--- src/hw/rtl/tssd_pkg.sv ---
// Package with the types and codes of the two-segment send DMA unit.
`timescale 1ns / 1ps

package tssd_pkg;

	localparam int unsigned ADDR_W      = 32;
	localparam int unsigned SEG_WORDS_W = 16;
	localparam int unsigned COUNT_W     = 17;
	localparam int unsigned LINK_W      = 32;
	localparam int unsigned CFG_IDX_W   = 3;
	localparam int unsigned CFG_DATA_W  = 32;

	typedef enum logic [1:0] {
		MODE_IDLE   = 2'd0,
		MODE_LOAD   = 2'd1,
		MODE_COPY   = 2'd2,
		MODE_FINISH = 2'd3
	} tssd_mode_t;

	typedef enum logic [CFG_IDX_W-1:0] {
		REG_FIRST_ADDR  = 3'd0,
		REG_SECOND_ADDR = 3'd1,
		REG_FIRST_WORDS = 3'd2,
		REG_SECOND_WORDS = 3'd3,
		REG_DIRECTION   = 3'd4
	} tssd_reg_t;

	typedef struct packed {
		logic              start_pulse;
		logic              kernel_busy;
		logic              link_credit;
		logic              read_grant;
		logic [LINK_W-1:0] memory_word;
		logic              clear_engine;
	} tssd_in_t;

	typedef struct packed {
		logic [ADDR_W-1:0] read_address;
		logic              word_valid;
		logic [LINK_W-1:0] link_word;
		logic              end_of_packet;
		logic              engine_busy;
	} tssd_out_t;

	typedef struct packed {
		logic [CFG_IDX_W-1:0]  index;
		logic [CFG_DATA_W-1:0] data;
	} tssd_cfg_t;

	// Segment setup as held by the configuration registers.
	typedef struct packed {
		logic [ADDR_W-1:0]      first_segment_address;
		logic [ADDR_W-1:0]      second_segment_address;
		logic [SEG_WORDS_W-1:0] first_segment_words;
		logic [SEG_WORDS_W-1:0] second_segment_words;
		logic                   transfer_direction;
	} tssd_seg_cfg_t;

endpackage

--- src/hw/rtl/tssd_if.sv ---
// Valid/ready channel interfaces for input ticks, results and configuration writes.
`timescale 1ns / 1ps

interface tssd_in_if;
	logic              valid;
	logic              ready;
	tssd_pkg::tssd_in_t payload;
	modport source (output valid, output payload, input ready);
	modport sink (input valid, input payload, output ready);
endinterface

interface tssd_out_if;
	logic               valid;
	logic               ready;
	tssd_pkg::tssd_out_t payload;
	modport source (output valid, output payload, input ready);
	modport sink (input valid, input payload, output ready);
endinterface

interface tssd_cfg_if;
	logic               valid;
	logic               ready;
	tssd_pkg::tssd_cfg_t payload;
	modport source (output valid, output payload, input ready);
	modport sink (input valid, input payload, output ready);
endinterface

--- src/hw/rtl/tssd_cfg_regs.sv ---
// Configuration register file of the send DMA unit.
`timescale 1ns / 1ps

module tssd_cfg_regs (
	input  logic                    clk,
	input  logic                    arst_n,
	tssd_cfg_if.sink                cfg,
	output tssd_pkg::tssd_seg_cfg_t seg_cfg
);
	import tssd_pkg::*;

	tssd_seg_cfg_t regs_q;
	logic          wr_en;

	assign cfg.ready = 1'b1;
	assign wr_en     = cfg.valid;
	assign seg_cfg   = regs_q;

	always_ff @(posedge clk or negedge arst_n) begin
		if (!arst_n) begin
			regs_q <= '0;
		end else if (wr_en) begin
			// Drop writes to indexes beyond the register list.
			unique case (cfg.payload.index)
				REG_FIRST_ADDR:   regs_q.first_segment_address  <= cfg.payload.data;
				REG_SECOND_ADDR:  regs_q.second_segment_address <= cfg.payload.data;
				REG_FIRST_WORDS: begin
					regs_q.first_segment_words <= cfg.payload.data[SEG_WORDS_W-1:0];
				end
				REG_SECOND_WORDS: begin
					regs_q.second_segment_words <= cfg.payload.data[SEG_WORDS_W-1:0];
				end
				REG_DIRECTION:    regs_q.transfer_direction <= cfg.payload.data[0];
				default: ;
			endcase
		end
	end

endmodule

--- src/hw/rtl/two_segment_send_dma_unit.sv ---
// Top level of the two-segment send DMA unit with credit flow control.
//
//  channel | role  | payload          | request means
//  --------+-------+------------------+---------------------------------------
//  in_ch   | sink  | tssd_in_t        | one clock tick of link-side inputs
//  out_ch  | source| tssd_out_t       | engine outputs after that tick
//  cfg     | sink  | tssd_cfg_t       | one register write (index, data)
//
// One request is taken per cycle; its result sits in the output register on
// the next cycle. The input side stalls only while that register is full and
// the sink does not take it. Reset clears configuration, engine state and
// the output valid flag, not the output data; the block is ready right after
// reset with no clearing pass. Configuration writes complete when offered.
`timescale 1ns / 1ps

module two_segment_send_dma_unit #(
	parameter int unsigned WORD_BYTES = 4,
	parameter int unsigned DATA_WIDTH = 32
) (
	input  logic       clk,
	input  logic       arst_n,
	tssd_in_if.sink    in_ch,
	tssd_out_if.source out_ch,
	tssd_cfg_if.sink   cfg
);
	import tssd_pkg::*;

	// Bits of a memory word that survive onto the link.
	localparam int unsigned KEPT_W = (DATA_WIDTH < LINK_W) ? DATA_WIDTH : LINK_W;
	localparam logic [ADDR_W-1:0] STEP  = ADDR_W'(WORD_BYTES);
	localparam logic [ADDR_W-1:0] STEP2 = ADDR_W'(2 * WORD_BYTES);

	tssd_seg_cfg_t seg_cfg;

	tssd_cfg_regs u_cfg_regs (
		.clk     (clk),
		.arst_n  (arst_n),
		.cfg     (cfg),
		.seg_cfg (seg_cfg)
	);

	// Engine state.
	tssd_mode_t             mode_q, mode_d;
	logic [ADDR_W-1:0]      addr_q, addr_d;
	logic [ADDR_W-1:0]      second_addr_q, second_addr_d;
	logic [COUNT_W-1:0]     words_q, words_d;
	logic [SEG_WORDS_W-1:0] second_words_q, second_words_d;
	logic                   valid_q, valid_d;
	logic                   last_q, last_d;
	logic [KEPT_W-1:0]      word_q, word_d;
	logic                   busy_q, busy_d;

	// Output register.
	logic      out_valid_q;
	tssd_out_t out_data_q;

	logic     in_fire;
	tssd_in_t tick;
	logic     can_start;
	logic     link_ok;
	logic     first_done;
	logic     second_pending;

	assign tick    = in_ch.payload;
	// Take a new tick whenever the output register is empty or drains now.
	assign in_ch.ready = !out_valid_q || out_ch.ready;
	assign in_fire     = in_ch.valid && in_ch.ready;

	assign can_start      = tick.start_pulse && !seg_cfg.transfer_direction && !tick.kernel_busy;
	assign link_ok        = tick.link_credit && tick.read_grant;
	assign first_done     = (words_q == '0);
	assign second_pending = (second_words_q != '0);

	// Next mode.
	always_comb begin
		mode_d = mode_q;
		if (tick.clear_engine) begin
			mode_d = MODE_IDLE;
		end else begin
			unique case (mode_q)
				MODE_IDLE: begin
					if (can_start) mode_d = MODE_LOAD;
				end
				MODE_LOAD: begin
					if (link_ok) mode_d = MODE_COPY;
				end
				MODE_COPY: begin
					if (!link_ok) mode_d = MODE_LOAD;
					else if (!first_done) mode_d = MODE_COPY;
					else if (second_pending) mode_d = MODE_LOAD;
					else mode_d = MODE_FINISH;
				end
				MODE_FINISH: mode_d = MODE_IDLE;
				default: mode_d = MODE_IDLE;
			endcase
		end
	end

	// Datapath updates for the tick.
	always_comb begin
		addr_d         = addr_q;
		second_addr_d  = second_addr_q;
		words_d        = words_q;
		second_words_d = second_words_q;
		valid_d        = valid_q;
		last_d         = last_q;
		word_d         = word_q;
		busy_d         = busy_q;
		if (tick.clear_engine) begin
			// Clear drops the flags only; addresses, counts and the word hold.
			valid_d = 1'b0;
			last_d  = 1'b0;
			busy_d  = 1'b0;
		end else begin
			unique case (mode_q)
				MODE_IDLE: begin
					if (can_start) begin
						addr_d         = seg_cfg.first_segment_address;
						second_addr_d  = seg_cfg.second_segment_address;
						words_d        = COUNT_W'(seg_cfg.first_segment_words);
						second_words_d = seg_cfg.second_segment_words;
						busy_d         = 1'b1;
					end
				end
				MODE_LOAD: begin
					if (link_ok) addr_d = addr_q + STEP;
				end
				MODE_COPY: begin
					if (link_ok) begin
						if (!first_done) begin
							// Send one word and advance.
							valid_d = 1'b1;
							word_d  = tick.memory_word[KEPT_W-1:0];
							addr_d  = addr_q + STEP;
							last_d  = !second_pending && (words_q == COUNT_W'(1));
							words_d = words_q - COUNT_W'(1);
						end else if (second_pending) begin
							// Switch to the second segment; a set bit in 30..28
							// moves its start one word down.
							words_d        = COUNT_W'(second_words_q);
							second_words_d = '0;
							valid_d        = 1'b0;
							if (second_addr_q[30:28] == 3'b000) addr_d = second_addr_q;
							else addr_d = second_addr_q - STEP;
						end else begin
							valid_d = 1'b0;
							last_d  = 1'b0;
						end
					end else begin
						// Rewind: two words without credit (and give the count
						// back), one word without grant.
						last_d  = 1'b0;
						valid_d = 1'b0;
						if (!tick.link_credit) begin
							words_d = words_q + COUNT_W'(1);
							addr_d  = addr_q - STEP2;
						end else begin
							addr_d = addr_q - STEP;
						end
					end
				end
				MODE_FINISH: begin
					busy_d         = 1'b0;
					addr_d         = '0;
					second_addr_d  = '0;
					words_d        = '0;
					second_words_d = '0;
				end
				default: ;
			endcase
		end
	end

	// Advance the engine on every accepted tick.
	always_ff @(posedge clk or negedge arst_n) begin
		if (!arst_n) begin
			mode_q         <= MODE_IDLE;
			addr_q         <= '0;
			second_addr_q  <= '0;
			words_q        <= '0;
			second_words_q <= '0;
			valid_q        <= 1'b0;
			last_q         <= 1'b0;
			word_q         <= '0;
			busy_q         <= 1'b0;
		end else if (in_fire) begin
			mode_q         <= mode_d;
			addr_q         <= addr_d;
			second_addr_q  <= second_addr_d;
			words_q        <= words_d;
			second_words_q <= second_words_d;
			valid_q        <= valid_d;
			last_q         <= last_d;
			word_q         <= word_d;
			busy_q         <= busy_d;
		end
	end

	// Hold the result until the sink takes it; load the new one on a tick.
	always_ff @(posedge clk or negedge arst_n) begin
		if (!arst_n) begin
			out_valid_q <= 1'b0;
		end else if (in_fire) begin
			out_valid_q <= 1'b1;
		end else if (out_ch.ready) begin
			out_valid_q <= 1'b0;
		end
	end

	always_ff @(posedge clk) begin
		if (in_fire) begin
			out_data_q.read_address  <= addr_d;
			out_data_q.word_valid    <= valid_d;
			out_data_q.link_word     <= LINK_W'(word_d);
			out_data_q.end_of_packet <= last_d;
			out_data_q.engine_busy   <= busy_d;
		end
	end

	assign out_ch.valid   = out_valid_q;
	assign out_ch.payload = out_data_q;

endmodule

--- src/flat_wrapper.sv ---
// flat-port wrapper written by rule: the top's interface ports become plain ports
module two_segment_send_dma_unit_flat import tssd_pkg::*;
#(
	parameter int unsigned WORD_BYTES = 4,
	parameter int unsigned DATA_WIDTH = 32
)
  (clk, arst_n, in_ch_valid, in_ch_payload, in_ch_ready, out_ch_valid, out_ch_payload, out_ch_ready, cfg_valid, cfg_payload, cfg_ready);
  tssd_in_if in_ch_i ();
  tssd_out_if out_ch_i ();
  tssd_cfg_if cfg_i ();
  input  logic clk;
  input  logic arst_n;
  input wire logic [$bits(in_ch_i.valid)-1:0] in_ch_valid;
  input wire logic [$bits(in_ch_i.payload)-1:0] in_ch_payload;
  output wire logic [$bits(in_ch_i.ready)-1:0] in_ch_ready;
  output wire logic [$bits(out_ch_i.valid)-1:0] out_ch_valid;
  output wire logic [$bits(out_ch_i.payload)-1:0] out_ch_payload;
  input wire logic [$bits(out_ch_i.ready)-1:0] out_ch_ready;
  input wire logic [$bits(cfg_i.valid)-1:0] cfg_valid;
  input wire logic [$bits(cfg_i.payload)-1:0] cfg_payload;
  output wire logic [$bits(cfg_i.ready)-1:0] cfg_ready;
  assign in_ch_i.valid = in_ch_valid;
  assign in_ch_i.payload = in_ch_payload;
  assign in_ch_ready = in_ch_i.ready;
  assign out_ch_valid = out_ch_i.valid;
  assign out_ch_payload = out_ch_i.payload;
  assign out_ch_i.ready = out_ch_ready;
  assign cfg_i.valid = cfg_valid;
  assign cfg_i.payload = cfg_payload;
  assign cfg_ready = cfg_i.ready;
  two_segment_send_dma_unit #(.WORD_BYTES(WORD_BYTES), .DATA_WIDTH(DATA_WIDTH)) u_core (.clk(clk), .arst_n(arst_n), .in_ch(in_ch_i), .out_ch(out_ch_i), .cfg(cfg_i));
endmodule
--- config.mk ---
export PLATFORM = sky130hd
export DESIGN_NAME = two_segment_send_dma_unit_flat
export DESIGN_NICKNAME = d
export VERILOG_FILES = /design/src/hw/rtl/tssd_pkg.sv /design/src/hw/rtl/tssd_if.sv /design/src/hw/rtl/tssd_cfg_regs.sv /design/src/hw/rtl/two_segment_send_dma_unit.sv /design/src/flat_wrapper.sv
export SDC_FILE = /design/constraint.sdc
export NUM_CORES = 1
export LEC_CHECK = 0
export BUFFER_PORTS_ARGS = -buffer_cell sky130_fd_sc_hd__buf_4
export CORE_MARGIN = 2
export CORE_UTILIZATION = 40
export CTS_BUF_LIST = sky130_fd_sc_hd__clkbuf_4
export CTS_CLUSTER_DIAMETER = 50
export DETAILED_ROUTE_END_ITERATION = 10
export SYNTH_ARGS = -nofsm -noshare
export SYNTH_HDL_FRONTEND = slang
export SYNTH_HIERARCHICAL = 1
export SYNTH_SLANG_ARGS = --single-unit
--- constraint.sdc ---
create_clock -name clk -period 5 [get_ports clk]
set_input_delay 0.75 -clock clk [delete_from_list [all_inputs] [get_ports clk]]
set_output_delay 0.75 -clock clk [all_outputs]
set_load 0.005 [all_outputs]
==> reports/qor.yml <==
status: "finished, final reports clean"
netlist.area_leader.share_pct: 34.5
timing.hold.ws_ns: 0.223
synth_edf_count: 67
ant_nets: 0
via_per_inst: 5.86
startpoint_type: "flip-flop"
cpMaxStageDelayCell: "and4_1"
slew_headroom_pct: 21.8
multiInputGateArea_um2: 8340
crit_arrival_ns: 4.14
met2_usage_pct: 35.1
synthCells: 1764
clock-sinks: 299
hold_start: "in_ch_valid"
mostFrequentLayoutCell: "nand2_1"
synthFlopType: "dfrtp_1"
regArea_um2: 7820
drt_iter0_markers: 1531
wl_um: 54300
dp_hpwl_um: 38200
cap_violations: 0
drcViolationCount: 0
final_cell_mix: "nand2_1 (332), dfrtp_1 (232), buf_4 (167)"
grt_pass1_vias: 14000
pwr-share-clk_pct: 22.8
num-fill-cells: 4004
power_density_nw_per_um2: 497
final_core_util_pct: 46.1
post-route-period-util_pct: 73.9
avgRoutedWirePerCell_um: 21.9
fin_tns_setup_ns: 0
skew_ns: 0.0725
synth_area_leaders: "dfrtp_1 (35%), edfxtp_1 (12%), mux2_2 (8.6%)"
io_buffers: 145
vias: 14500
initial_core_util_pct: 40.3
yosysTopAreaCell: "dfrtp_1"
grtUsageMet1_pct: 36.7
ys_ff_latch: 299
cts_tree: "built"
place_congestion: 0.930
peakVddDrop_mv: 0.191
hold_violations: 0
cts_made_buffers: 83
postCtsSetupBuffers: 0
finalMaxSlewViolations: 0
coreArea_um2: 41800
syn-num-nets: 1855
worst-path-buf-inv: 1
cts-root-buf: "clkbuf_4"
die_h_um: 209
seqPwrFrac_pct: 45.2
crit_start: "u_core/words_q[0]"
path_cells: "inv_1 > ha_1 > nor4b_1 > and4_1 > nand3_1 > o2bb2ai_1 > a211oi_1 > a221oi_1 > o21ai_1"
cp_max_fo: 15
fin_crit_ns: 3.70
yosysUniqueCellTypes: 97
grt_max_degree: 128
die_x_um: 209
grt_pass1_wl_um: 84200
syn_area_per_cell_um2: 9.54
cts.clk_slew.worst_paths_ns: 0.07
intPower_mw: 5.75
clk_latency_ns: 0.77
crit_path_max_incr_delay_ns: 0.66
combinationalPowerShare_pct: 32.0
fmax_ghz: 0.270
path_delay_family: "simple AND/OR/NAND/NOR gates"
r2r-start: "u_core/words_q[0]"
dr.pass1.iters: 6
gr-total-overflow: 0
grtUsageMet3_pct: 6.78
rsz0062_at_grt: "no"
ys_warn_count: 6
htree_levels: 3
grt_use_total_pct: 25.0
synth_area_um2: 16800
clock_path_buffers: 3
drive_gt1_share_pct: 24.0
yosysSeqAreaShare_pct: 46.5
required_ns: 5.44
async_flop_share_pct: 77.6
leakagePower_nw: 7.93
swShare_pct: 39.8
rows: 75
antenna_found_initial: 1
p_sw_mw: 3.80
area.growth.synth_to_final_pct: 14.4
critical_path_class: "flip-flop to flip-flop"
grt_busiest_layer: "met1"
worst_pin_slew_ns: 1.17
setup_viol_count_final: 0
die_area_um2: 43700
nNetsFinal: 1974
io_pins: 147
hold_class: "primary input to flip-flop"
setup.worst_path.end_class: "flip-flop"
[kinds of logic (layout without fill, tap and decap cells)]
group | Yosys count | after routing | share of synthesized area [%]
fa+ha+maj | 14 | 14 | 1.04
flops | 299 | 299 | 46.5
compound gates | 395 | 395 | 15.3
xor+xnor | 67 | 67 | 3.49
buf+inv | 160 | 331 | 4.13
other cells | 1 | 2 | 0.0223
simple gates | 692 | 692 | 20.4
mux | 136 | 136 | 9.08
[power groups by stage]
stage	combinational, mW	clock (mW)	sequential [mW]
floorplan	2.47	0	3.69
global placement	2.98	0	4.31
detailed placement	3.02	0	4.32
CTS	3.03	2.27	4.28
global route	3.41	2.39	4.43
finish	3.05	2.18	4.32
[flip-flops by register name (all words and copies together), names as in the netlist, 2 cells and up]
signal	cells
u_core/second_words_q	16
u_core/word_q	32
u_core/out_ch.payload	67
u_core/second_addr_q	32
u_core/mode_q	2
u_core/u_cfg_regs/seg_cfg	97
u_core/addr_q	32
u_core/words_q	17
[per-layer routing]
layer / vias to the layer above / share of wire [%]
met5: - / 0
met4: 0 / 2.8
met3: 96 / 9.3
met2: 688 / 41
met1: 7007 / 47
li1: 6706 / -
[metrics by stage]
step | std cells | power [mW] | worst slack (ns) | cell area, um2
after floorplan | 1764 | 6.16 | 1.32 | 16800
after global placement | 2336 | 7.28 | 1.43 | 18200
after detailed placement | 2336 | 7.34 | 1.41 | 18200
after CTS | 2474 | 9.58 | 1.35 | 19200
after global routing | 2475 | 10.2 | 0.863 | 19200
final | 2475 | 9.55 | 1.30 | 19200
[worst reg2reg max path, delay by kind of cell (launching register included)]
kind                       cells  cell delay, ns
buffers and inverters          1            0.09
DFF                            1            0.48
adders and majority gates      1            0.36
and+or+nand+nor                3            1.57
AOI/OAI and AO/OA              4            0.89
[synth_stat cells (all sizes together), types with 7 or more instances]
cell / number
xor2: 21
o21ai: 131
inv: 24
a22oi: 12
nand4: 30
a31oi: 37
a21o: 8
mux2: 133
nor3: 38
a21oi: 55
buf: 46
o31ai: 17
a22o: 7
o211ai: 17
nor2: 77
clkbuf: 90
o22ai: 22
o221ai: 9
ha: 14
xnor2: 46
and4: 9
edfxtp: 67
a211oi: 9
nand3: 43
or4: 17
nand2: 334
a221oi: 13
and2: 8
nor4: 42
dfrtp: 232
nand2b: 42
or3: 19
[cell type report]
| class | count | share of cell area, % |
|---|---|---|
| Multi-Input combinational cell | 1305 | 43.3 |
| Sequential cell | 299 | 40.6 |
| Timing Repair Buffer | 170 | 6.75 |
| Clock buffer | 119 | 4.64 |
| Tap cell | 539 | 3.51 |
| Clock inverter | 18 | 0.650 |
| Inverter | 24 | 0.481 |
| Antenna cell | 1 | 0.0130 |
[final timing paths]
| check | to | slack (ns) | depth (start not counted) |
|---|---|---|---|
| worst min register to register | u_core/word_q[30] | 0.47 | 2 |
| worst min-delay path | u_core/out_ch.valid | 0.22 | 2 |
| min in group asynchronous | u_core/u_cfg_regs/seg_cfg[4] | 0.52 | 2 |
| worst max register to register | u_core/out_ch.payload[63] | 1.30 | 9 |
| worst max-delay path | u_core/out_ch.payload[63] | 1.30 | 9 |
| max in group asynchronous | u_core/addr_q[26] | 3.33 | 3 |
[repair_timing]
action | CTS | global route
hold buffers | 1 | 0
endpoints found under the hold margin | 55 | 0
resized for setup | 0 | 0
(Power assumes the default switching activity.)
